### config.mk
export PLATFORM = sky130hd
export DESIGN_NAME = message_frame_escape_encoder_flat
export DESIGN_NICKNAME = d
export VERILOG_FILES = /design/src/hdl/mfe_pkg.sv /design/src/hdl/mfe_ifs.sv /design/src/hdl/message_frame_escape_encoder.sv /design/src/hdl/mfe_front.sv /design/src/hdl/mfe_queue.sv /design/src/hdl/mfe_back.sv /design/src/flat_wrapper.sv
export SDC_FILE = /design/constraint.sdc
export NUM_CORES = 1
export LEC_CHECK = 0
export ABC_AREA = 0
export BUFFER_PORTS_ARGS = -buffer_cell sky130_fd_sc_hd__buf_2
export CELL_PAD_IN_SITES_DETAIL_PLACEMENT = 0
export CELL_PAD_IN_SITES_GLOBAL_PLACEMENT = 1
export CORE_MARGIN = 10
export CORE_UTILIZATION = 30
export CTS_BUF_LIST = sky130_fd_sc_hd__clkbuf_16
export CTS_CLUSTER_DIAMETER = 40
export CTS_CLUSTER_SIZE = 40
export DETAILED_ROUTE_END_ITERATION = 10
export PLACE_DENSITY = 0.63
export SLEW_MARGIN = 30
export SYNTH_ARGS = -nofsm -noshare
export SYNTH_HDL_FRONTEND = slang
export SYNTH_SLANG_ARGS = --single-unit
### constraint.sdc
create_clock -name clk -period 5.5 [get_ports clk]
set_input_delay 0.825 -clock clk [delete_from_list [all_inputs] [get_ports clk]]
set_output_delay 0.825 -clock clk [all_outputs]
set_load 0.1 [all_outputs]
### src/hdl/mfe_pkg.sv
// Shared types and constants for the message frame escape encoder.
package mfe_pkg;

    localparam int SEQ_W = 14;
    localparam logic [SEQ_W-1:0] SEQ_WRAP = 14'd10000;

    localparam logic [7:0] ESC_FLAG     = 8'h7E;
    localparam logic [7:0] ESC_BYTE     = 8'h7D;
    localparam logic [7:0] ESC_FOR_FLAG = 8'h02;
    localparam logic [7:0] ESC_FOR_ESC  = 8'h01;
    localparam logic [7:0] FLAG_RESET   = 8'h7E;

    // input kind codes
    localparam logic [1:0] KIND_OPEN  = 2'd0;
    localparam logic [1:0] KIND_BODY  = 2'd1;
    localparam logic [1:0] KIND_CLOSE = 2'd2;

    // configuration register indexes
    localparam logic [1:0] REG_PHONE_BCD  = 2'd0;
    localparam logic [1:0] REG_PHONE_SET  = 2'd1;
    localparam logic [1:0] REG_FRAME_FLAG = 2'd2;

    localparam int QUEUE_DEPTH = 4;
    localparam int QPTR_W      = $clog2(QUEUE_DEPTH);

    // open frame: flag, 12 header bytes
    localparam int IDX_W = 4;
    localparam logic [IDX_W-1:0] OPEN_LAST_IDX  = 4'd12;
    localparam logic [IDX_W-1:0] CLOSE_LAST_IDX = 4'd1;

    typedef enum logic [1:0] {
        OP_OPEN,
        OP_BODY,
        OP_CLOSE
    } op_t;

    typedef struct packed {
        op_t              op;
        logic [15:0]      msg_id;
        logic [15:0]      msg_props;
        logic [7:0]       data;     // body byte, or checksum on close
        logic [SEQ_W-1:0] seq;
    } job_t;

    typedef struct packed {
        logic [47:0] phone_bcd;
        logic        phone_set;
        logic [7:0]  frame_flag;
    } cfg_t;

endpackage

### src/hdl/mfe_ifs.sv
// Channel interfaces: input items, output bytes and configuration writes.
interface mfe_item_if;
    logic        valid;
    logic        ready;
    logic [1:0]  kind;
    logic [15:0] msg_id;
    logic [15:0] msg_props;
    logic [7:0]  body_byte;

    modport source (output valid, kind, msg_id, msg_props, body_byte, input ready);
    modport sink (input valid, kind, msg_id, msg_props, body_byte, output ready);
endinterface

interface mfe_byte_if;
    logic       valid;
    logic       ready;
    logic [7:0] out_byte;
    logic       last;

    modport source (output valid, out_byte, last, input ready);
    modport sink (input valid, out_byte, last, output ready);
endinterface

interface mfe_cfg_if;
    logic        valid;
    logic        ready;
    logic [1:0]  index;
    logic [47:0] data;

    modport source (output valid, index, data, input ready);
    modport sink (input valid, index, data, output ready);
endinterface

### src/hdl/message_frame_escape_encoder.sv
// Message frame escape encoder: top level with configuration registers.
//
// Channels: "item" takes open / body / close items, "frame" returns the escaped
// frame one byte per transaction with last set on the final byte of each item,
// "cfg" writes phone_bcd (0), phone_set (1) and frame_flag (2); cfg is always
// ready and indexes beyond the list are ignored.
// The front end accepts one item per cycle while its four-entry job queue has
// room; items that make no output (no phone number, body or close outside a
// frame, unused kind) are taken and dropped there.
// The back end sends one byte per cycle while the receiver is ready: an open item
// makes 13 to 25 bytes, a body item 1 or 2, a close item 2 or 3. That byte rate of
// the output register sets the sustained throughput.
// An accepted item passes through a queue slot and the job register to the output
// register on its way to the frame channel.
// Reset clears the sequence number, checksum, frame state, queue and output valid
// flag, sets frame_flag to 0x7E and clears the phone configuration.
// When the receiver stalls, the output byte holds, the back end waits and the
// queue fills; item.ready drops only once the queue is full.
module message_frame_escape_encoder
    import mfe_pkg::*;
(
    input  logic       clk,
    input  logic       rst_n,
    mfe_item_if.sink   item,
    mfe_byte_if.source frame,
    mfe_cfg_if.sink    cfg
);

    cfg_t cfg_reg;
    logic q_push, q_pop, q_full, q_not_empty;
    job_t q_push_job, q_head;

    assign cfg.ready = 1'b1;

    always_ff @(posedge clk or negedge rst_n)
    begin
        if (!rst_n)
        begin
            cfg_reg.phone_bcd  <= '0;
            cfg_reg.phone_set  <= 1'b0;
            cfg_reg.frame_flag <= FLAG_RESET;
        end
        else if (cfg.valid)
        begin
            case (cfg.index)
                REG_PHONE_BCD:  cfg_reg.phone_bcd  <= cfg.data;
                REG_PHONE_SET:  cfg_reg.phone_set  <= cfg.data[0];
                REG_FRAME_FLAG: cfg_reg.frame_flag <= cfg.data[7:0];
                default:        cfg_reg.phone_set  <= cfg_reg.phone_set;
            endcase
        end
    end

    mfe_front u_front (
        .clk      (clk),
        .rst_n    (rst_n),
        .item     (item),
        .cfg      (cfg_reg),
        .q_full   (q_full),
        .push     (q_push),
        .push_job (q_push_job)
    );

    mfe_queue u_queue (
        .clk       (clk),
        .rst_n     (rst_n),
        .push      (q_push),
        .push_job  (q_push_job),
        .pop       (q_pop),
        .full      (q_full),
        .not_empty (q_not_empty),
        .head      (q_head)
    );

    mfe_back u_back (
        .clk         (clk),
        .rst_n       (rst_n),
        .frame       (frame),
        .cfg         (cfg_reg),
        .q_not_empty (q_not_empty),
        .q_head      (q_head),
        .pop         (q_pop)
    );

endmodule

### src/hdl/mfe_front.sv
// Front end: accepts items, tracks frame state, sequence and checksum, issues jobs.
module mfe_front
    import mfe_pkg::*;
(
    input  logic       clk,
    input  logic       rst_n,
    mfe_item_if.sink   item,
    input  cfg_t       cfg,
    input  logic       q_full,
    output logic       push,
    output job_t       push_job
);

    logic [SEQ_W-1:0] seq_reg, seq_next;
    logic [7:0]       xor_reg, xor_next;
    logic             in_frame_reg, in_frame_next;
    logic             accept;
    logic [7:0]       hdr_xor;

    assign item.ready = !q_full;
    assign accept     = item.valid && item.ready;

    always_comb
    begin
        hdr_xor = item.msg_id[15:8] ^ item.msg_id[7:0]
                ^ item.msg_props[15:8] ^ item.msg_props[7:0]
                ^ cfg.phone_bcd[47:40] ^ cfg.phone_bcd[39:32] ^ cfg.phone_bcd[31:24]
                ^ cfg.phone_bcd[23:16] ^ cfg.phone_bcd[15:8] ^ cfg.phone_bcd[7:0]
                ^ {2'b00, seq_reg[13:8]} ^ seq_reg[7:0];
    end

    always_comb
    begin
        seq_next           = seq_reg;
        xor_next           = xor_reg;
        in_frame_next      = in_frame_reg;
        push               = 1'b0;
        push_job.op        = OP_BODY;
        push_job.msg_id    = item.msg_id;
        push_job.msg_props = item.msg_props;
        push_job.data      = item.body_byte;
        push_job.seq       = seq_reg;
        if (accept && cfg.phone_set)
        begin
            case (item.kind)
                KIND_OPEN:
                begin
                    push          = 1'b1;
                    push_job.op   = OP_OPEN;
                    xor_next      = hdr_xor;
                    in_frame_next = 1'b1;
                end
                KIND_BODY:
                begin
                    if (in_frame_reg)
                    begin
                        push     = 1'b1;
                        xor_next = xor_reg ^ item.body_byte;
                    end
                end
                KIND_CLOSE:
                begin
                    if (in_frame_reg)
                    begin
                        push          = 1'b1;
                        push_job.op   = OP_CLOSE;
                        push_job.data = xor_reg;
                        in_frame_next = 1'b0;
                        seq_next      = (seq_reg >= SEQ_WRAP) ? '0 : seq_reg + 1'b1;
                    end
                end
                default:
                begin
                    push = 1'b0;
                end
            endcase
        end
    end

    always_ff @(posedge clk or negedge rst_n)
    begin
        if (!rst_n)
        begin
            seq_reg      <= '0;
            xor_reg      <= '0;
            in_frame_reg <= 1'b0;
        end
        else
        begin
            seq_reg      <= seq_next;
            xor_reg      <= xor_next;
            in_frame_reg <= in_frame_next;
        end
    end

endmodule

### src/hdl/mfe_queue.sv
// Small job queue between the front and back ends.
module mfe_queue
    import mfe_pkg::*;
(
    input  logic clk,
    input  logic rst_n,
    input  logic push,
    input  job_t push_job,
    input  logic pop,
    output logic full,
    output logic not_empty,
    output job_t head
);

    job_t              slots_reg [QUEUE_DEPTH];
    logic [QPTR_W-1:0] wr_ptr_reg, rd_ptr_reg;
    logic [QPTR_W:0]   count_reg;
    logic              do_push, do_pop;

    assign full      = (count_reg == QUEUE_DEPTH[QPTR_W:0]);
    assign not_empty = (count_reg != '0);
    assign head      = slots_reg[rd_ptr_reg];
    assign do_push   = push && !full;
    assign do_pop    = pop && not_empty;

    always_ff @(posedge clk or negedge rst_n)
    begin
        if (!rst_n)
        begin
            wr_ptr_reg <= '0;
            rd_ptr_reg <= '0;
            count_reg  <= '0;
        end
        else
        begin
            if (do_push)
                wr_ptr_reg <= wr_ptr_reg + 1'b1;
            if (do_pop)
                rd_ptr_reg <= rd_ptr_reg + 1'b1;
            if (do_push && !do_pop)
                count_reg <= count_reg + 1'b1;
            else if (do_pop && !do_push)
                count_reg <= count_reg - 1'b1;
        end
    end

    always_ff @(posedge clk)
    begin
        if (do_push)
            slots_reg[wr_ptr_reg] <= push_job;
    end

endmodule

### src/hdl/mfe_back.sv
// Back end: walks each job byte by byte, escapes inner bytes, drives the output register.
module mfe_back
    import mfe_pkg::*;
(
    input  logic       clk,
    input  logic       rst_n,
    mfe_byte_if.source frame,
    input  cfg_t       cfg,
    input  logic       q_not_empty,
    input  job_t       q_head,
    output logic       pop
);

    job_t             job_reg;
    logic             job_valid_reg, job_valid_next;
    logic [IDX_W-1:0] idx_reg, idx_next;
    logic             pend_reg, pend_next;
    logic [7:0]       second_reg, second_next;
    logic             out_valid_reg, out_valid_next;
    logic [7:0]       out_byte_reg;
    logic             out_last_reg;

    logic             out_free, emit, advance, is_final, inner, need_esc;
    logic [7:0]       raw, emit_byte;

    assign frame.valid    = out_valid_reg;
    assign frame.out_byte = out_byte_reg;
    assign frame.last     = out_last_reg;

    // raw byte at the current position and whether it sits between the flags
    always_comb
    begin
        raw      = job_reg.data;
        inner    = 1'b1;
        is_final = 1'b1;
        case (job_reg.op)
            OP_OPEN:
            begin
                inner    = (idx_reg != '0);
                is_final = (idx_reg == OPEN_LAST_IDX);
                case (idx_reg)
                    4'd0:    raw = cfg.frame_flag;
                    4'd1:    raw = job_reg.msg_id[15:8];
                    4'd2:    raw = job_reg.msg_id[7:0];
                    4'd3:    raw = job_reg.msg_props[15:8];
                    4'd4:    raw = job_reg.msg_props[7:0];
                    4'd5:    raw = cfg.phone_bcd[47:40];
                    4'd6:    raw = cfg.phone_bcd[39:32];
                    4'd7:    raw = cfg.phone_bcd[31:24];
                    4'd8:    raw = cfg.phone_bcd[23:16];
                    4'd9:    raw = cfg.phone_bcd[15:8];
                    4'd10:   raw = cfg.phone_bcd[7:0];
                    4'd11:   raw = {2'b00, job_reg.seq[13:8]};
                    default: raw = job_reg.seq[7:0];
                endcase
            end
            OP_CLOSE:
            begin
                inner    = (idx_reg == '0);
                is_final = (idx_reg == CLOSE_LAST_IDX);
                raw      = (idx_reg == '0) ? job_reg.data : cfg.frame_flag;
            end
            default:
            begin
                inner    = 1'b1;
                is_final = 1'b1;
                raw      = job_reg.data;
            end
        endcase
    end

    assign need_esc = inner && ((raw == ESC_FLAG) || (raw == ESC_BYTE));
    assign out_free = !out_valid_reg || frame.ready;
    assign emit     = job_valid_reg && out_free;

    always_comb
    begin
        pend_next   = pend_reg;
        second_next = second_reg;
        if (pend_reg)
        begin
            emit_byte = second_reg;
            advance   = 1'b1;
        end
        else if (need_esc)
        begin
            emit_byte   = ESC_BYTE;
            advance     = 1'b0;
            second_next = (raw == ESC_FLAG) ? ESC_FOR_FLAG : ESC_FOR_ESC;
        end
        else
        begin
            emit_byte = raw;
            advance   = 1'b1;
        end
        if (emit)
            pend_next = !pend_reg && need_esc;
    end

    assign pop = !job_valid_reg || (emit && advance && is_final);

    always_comb
    begin
        job_valid_next = job_valid_reg;
        idx_next       = idx_reg;
        if (emit && advance)
        begin
            if (is_final)
                job_valid_next = 1'b0;
            else
                idx_next = idx_reg + 1'b1;
        end
        if (pop && q_not_empty)
        begin
            job_valid_next = 1'b1;
            idx_next       = '0;
        end

        out_valid_next = out_valid_reg;
        if (emit)
            out_valid_next = 1'b1;
        else if (frame.ready)
            out_valid_next = 1'b0;
    end

    always_ff @(posedge clk or negedge rst_n)
    begin
        if (!rst_n)
        begin
            job_valid_reg <= 1'b0;
            idx_reg       <= '0;
            pend_reg      <= 1'b0;
            out_valid_reg <= 1'b0;
        end
        else
        begin
            job_valid_reg <= job_valid_next;
            idx_reg       <= idx_next;
            pend_reg      <= pend_next;
            out_valid_reg <= out_valid_next;
        end
    end

    always_ff @(posedge clk)
    begin
        second_reg <= second_next;
        if (pop && q_not_empty)
            job_reg <= q_head;
        if (emit)
        begin
            out_byte_reg <= emit_byte;
            out_last_reg <= advance && is_final;
        end
    end

endmodule

### src/flat_wrapper.sv
// flat-port wrapper written by rule: the top's interface ports become plain ports
module message_frame_escape_encoder_flat import mfe_pkg::*;
  (clk, rst_n, item_valid, item_kind, item_msg_id, item_msg_props, item_body_byte, item_ready, frame_valid, frame_out_byte, frame_last, frame_ready, cfg_valid, cfg_index, cfg_data, cfg_ready);
  mfe_item_if item_i ();
  mfe_byte_if frame_i ();
  mfe_cfg_if cfg_i ();
  input  logic clk;
  input  logic rst_n;
  input wire logic [$bits(item_i.valid)-1:0] item_valid;
  input wire logic [$bits(item_i.kind)-1:0] item_kind;
  input wire logic [$bits(item_i.msg_id)-1:0] item_msg_id;
  input wire logic [$bits(item_i.msg_props)-1:0] item_msg_props;
  input wire logic [$bits(item_i.body_byte)-1:0] item_body_byte;
  output wire logic [$bits(item_i.ready)-1:0] item_ready;
  output wire logic [$bits(frame_i.valid)-1:0] frame_valid;
  output wire logic [$bits(frame_i.out_byte)-1:0] frame_out_byte;
  output wire logic [$bits(frame_i.last)-1:0] frame_last;
  input wire logic [$bits(frame_i.ready)-1:0] frame_ready;
  input wire logic [$bits(cfg_i.valid)-1:0] cfg_valid;
  input wire logic [$bits(cfg_i.index)-1:0] cfg_index;
  input wire logic [$bits(cfg_i.data)-1:0] cfg_data;
  output wire logic [$bits(cfg_i.ready)-1:0] cfg_ready;
  assign item_i.valid = item_valid;
  assign item_i.kind = item_kind;
  assign item_i.msg_id = item_msg_id;
  assign item_i.msg_props = item_msg_props;
  assign item_i.body_byte = item_body_byte;
  assign item_ready = item_i.ready;
  assign frame_valid = frame_i.valid;
  assign frame_out_byte = frame_i.out_byte;
  assign frame_last = frame_i.last;
  assign frame_i.ready = frame_ready;
  assign cfg_i.valid = cfg_valid;
  assign cfg_i.index = cfg_index;
  assign cfg_i.data = cfg_data;
  assign cfg_ready = cfg_i.ready;
  message_frame_escape_encoder u_core (.clk(clk), .rst_n(rst_n), .item(item_i), .frame(frame_i), .cfg(cfg_i));
endmodule
==> results.md <==
* Outcome: complete, no violations
* Final Hold Vio Count at 0
* Synth top area cells: edfxtp_1 (54%), dfrtp_1 (13%), mux4_2 (7.9%), xnor2_1 (4.3%), mux2_2 (4.1%)
* LEAKAGE at 6.91 nW
* Final core area utilization at 36.6%
* Pin count of the biggest net entering global routing at 61
* Die area at 0.0642 sq mm
* Initial antenna violation count at 2
* Area growth, synth to finish at 20.5%
* Total Nets Final at 1254
* Type of destination of the critical path: flop
* Synthesized area per cell at 16.3 sq um
* CTS tree: yes
* CP max FO at 21
* Core Box Area at 0.0538 sq mm
* Yosys top cell area share at 53.5%
* Die width at 253 um
* Buffers on Ports at 107
* Critical path origin: u_core.u_back.idx_reg[0]
* RSZ-0062 raised after global routing: false
* Async set or reset register ratio after synthesis at 24.4%
* Drt total wl at 43600 um
* Number of synthesized register bits at 385
* Post-CTS resize count at 0
* Min cycle time layout at 4.38 ns
* Routed vias/inst at 4.86
* CTS sink count at 385
* Commonest non-fill, non-tap cell in the layout: edfxtp_1
* Final Slew Violations at 0
* Crit path required time at 6.01 ns
* Slowest Stage Delay on Critical Path at 0.74 ns
* Netlist cell types at 73
* CP dominant cell by count: inv_1
* Post-DP HPWL at 30100 um
* WP data arrival at 4.88 ns
* RD Place Congestion at 0.882
* Cell taking the most area after synthesis: edfxtp_1
* Setup CP Type: reg -> reg
* Mapped Cells at 1001
* Headroom to the max-slew limit at 36.1%
* Synth Net Count at 1114
* Vias in the first global route at 9506
* Cell Chain, Critical Path: inv_1, ha_1, a222oi_1, a211oi_1, nor4_1, a221o_1, nor3_1, o22ai_4, o31ai_2, a21oi_4, inv_1, ha_1, inv_1, fa_1, xor2_1, nor2_1, xor2_1
* Tot Pwr at 10.8 mW
* Setup tns final at 0 ns
* Initial Utilization at 30.3%
* Clock Path Buffers at 3
* Chip height at 253 um
* Aggregate global routing overflow at 0
* Slew @ Worst Pin at 0.959 ns
* Final period util at 79.6%
* Pre-antenna DRT Iters at 5
* Skew final at 0.0369 ns
* Hold WS at 0.255 ns
* Root buffer cell: clkbuf_16
* Post-CTS Hold Fix Bufs at 0
* Max Fclk at 0.228 GHz
* Max reg flops at 224
* Worst Setup Start Kind: flop
* Placed cell areas at 0.0177 sq mm
* Post-DRT Antenna Nets at 0
* Top delay family on crit path: compound AO/OA/AOI/OAI gates
* Pwr/cell area at 550 mW/mm^2
* Vias post-DR at 9171
* CTS clk-pin slew, worst paths at 0.05 ns
* Post-CTS setup buffer count at 0
* Synth warnings at 0
* FILL cells at 5057
* Clock Latency Late Sink at 0.61 ns
* WL per Instance at 23.1 um
* Hold Path Class: in -> async
* Commonest cells after routing, fill and taps aside: edfxtp_1 (291), buf_2 (106), dfrtp_1 (86)
* Post-route cell area at 0.0197 sq mm
* Drt initial violations at 794
* Main synth FF type: edfxtp_1
* Num CTS Buffers at 57
* Worst R2R Start: u_core.u_back.idx_reg[0]
* MaxCap Viol Count at 0
* Mapped cell area at 0.0163 sq mm
* DRC viols at 0
* FP Rows at 85
* First-pass GRT wire length at 64200 um
* VDD IR-drop max at 0.000384 V
* Slowest stage cell on the critical path: ha_1
* Number of synthesized flops with an enable pin at 291
* Post-synthesis sequential area ratio at 68.0%
* Sum of buffers and inverters on the critical path at 3
* Global Route Usage Sum at 13.6%
* Layout cells sized above 1 at 30.9%
* Max H-tree Level at 2
* I/O pins at 109
* Final setup viols at 0
-- power breakdown --
group | switching [mW] | internal, mW
clock network | 1.41 | 2.20
registers | 0.504 | 3.77
logic | 1.74 | 1.21
-- logic make-up (layout without fill, tap and decap cells) --
| logic type | count (synthesis) | count (layout) | share of synthesized area, % |
|---|---|---|---|
| flip-flops | 385 | 385 | 68.0 |
| XOR/XNOR | 99 | 99 | 5.31 |
| buffers and inverters | 66 | 254 | 1.77 |
| multiplexers | 125 | 125 | 12.5 |
| AO/OA/AOI/OAI | 144 | 144 | 6.08 |
| AND/OR/NAND/NOR | 165 | 165 | 5.10 |
| other | 1 | 2 | 0.0230 |
| adder cells (fa/ha/maj) | 16 | 16 | 1.27 |
-- stage by stage --
stage	worst slack [ns]	std cells
after floorplan	0.455	1001
after detailed placement	0.969	1776
after global placement	1.06	1775
final	1.12	1886
after CTS	0.945	1883
after global routing	0.643	1885
-- cell type report --
type / instances / area, sq um / share of cell area [%]
flip-flops and latches: 385 / 11100 / 56.4
multi-input cells: 550 / 4970 / 25.2
clock buffers: 58 / 1450 / 7.38
well taps: 696 / 871 / 4.43
repair buffers: 125 / 709 / 3.61
clock inverters: 49 / 489 / 2.49
inverters: 22 / 82.6 / 0.420
diodes: 1 / 2.50 / 0.0127
-- path summary, 6_finish.rpt --
kind	depth (start not counted)	endpoint	slack (ns)
worst max-delay path	17	u_core.u_queue.count_reg[2]	1.12
worst min-delay path	1	u_core.cfg_reg[44]	0.25
worst max register to register	17	u_core.u_queue.count_reg[2]	1.12
worst min register to register	1	u_core.u_queue.count_reg[2]	0.51
max in group asynchronous	2	u_core.u_queue.count_reg[0]	4.00
min in group clk	2	u_core.cfg_reg[27]	0.45
-- synthesized netlist by cell type (all sizes together) (2+ instances only) --
master	number
a211oi	4
a21boi	2
a21oi	26
a221o	2
a221oi	4
a222oi	4
a22o	6
a22oi	15
a311oi	2
a31oi	5
and2	7
and3	5
buf	21
clkbuf	23
dfrtp	88
dfstp	6
edfxtp	291
ha	15
inv	21
mux2	59
mux2i	9
mux4	57
nand2	59
nand2b	11
nand3	22
nand3b	6
nand4	2
nor2	26
nor2b	3
nor3	10
nor3b	3
nor4	3
o21a	4
o21ai	35
o22a	2
o22ai	13
o31ai	5
o32a	2
o32ai	3
or3	5
or4	2
xnor2	80
xor2	19
-- per-layer routing --
layer / up-vias / global-route usage (%) / wire length, um
li1: 4147 / - / -
met1: 4717 / 18.0 / 19100
met2: 253 / 21.8 / 21000
met3: 52 / 3.34 / 2710
met4: 2 / 3.27 / 733
met5: - / 0 / 12
-- worst reg2reg max path, cell delays in order (launching register included) --
cell      delay (ns)
dfrtp_1         0.44
inv_1           0.11
ha_1            0.74
a222oi_1        0.17
a211oi_1        0.32
nor4_1          0.12
a221o_1         0.32
nor3_1          0.35
o22ai_4         0.14
o31ai_2         0.39
a21oi_4         0.10
inv_1           0.07
ha_1            0.18
inv_1           0.06
fa_1            0.37
xor2_1          0.17
nor2_1          0.11
xor2_1          0.14
Power figures use the tool's default switching activity.
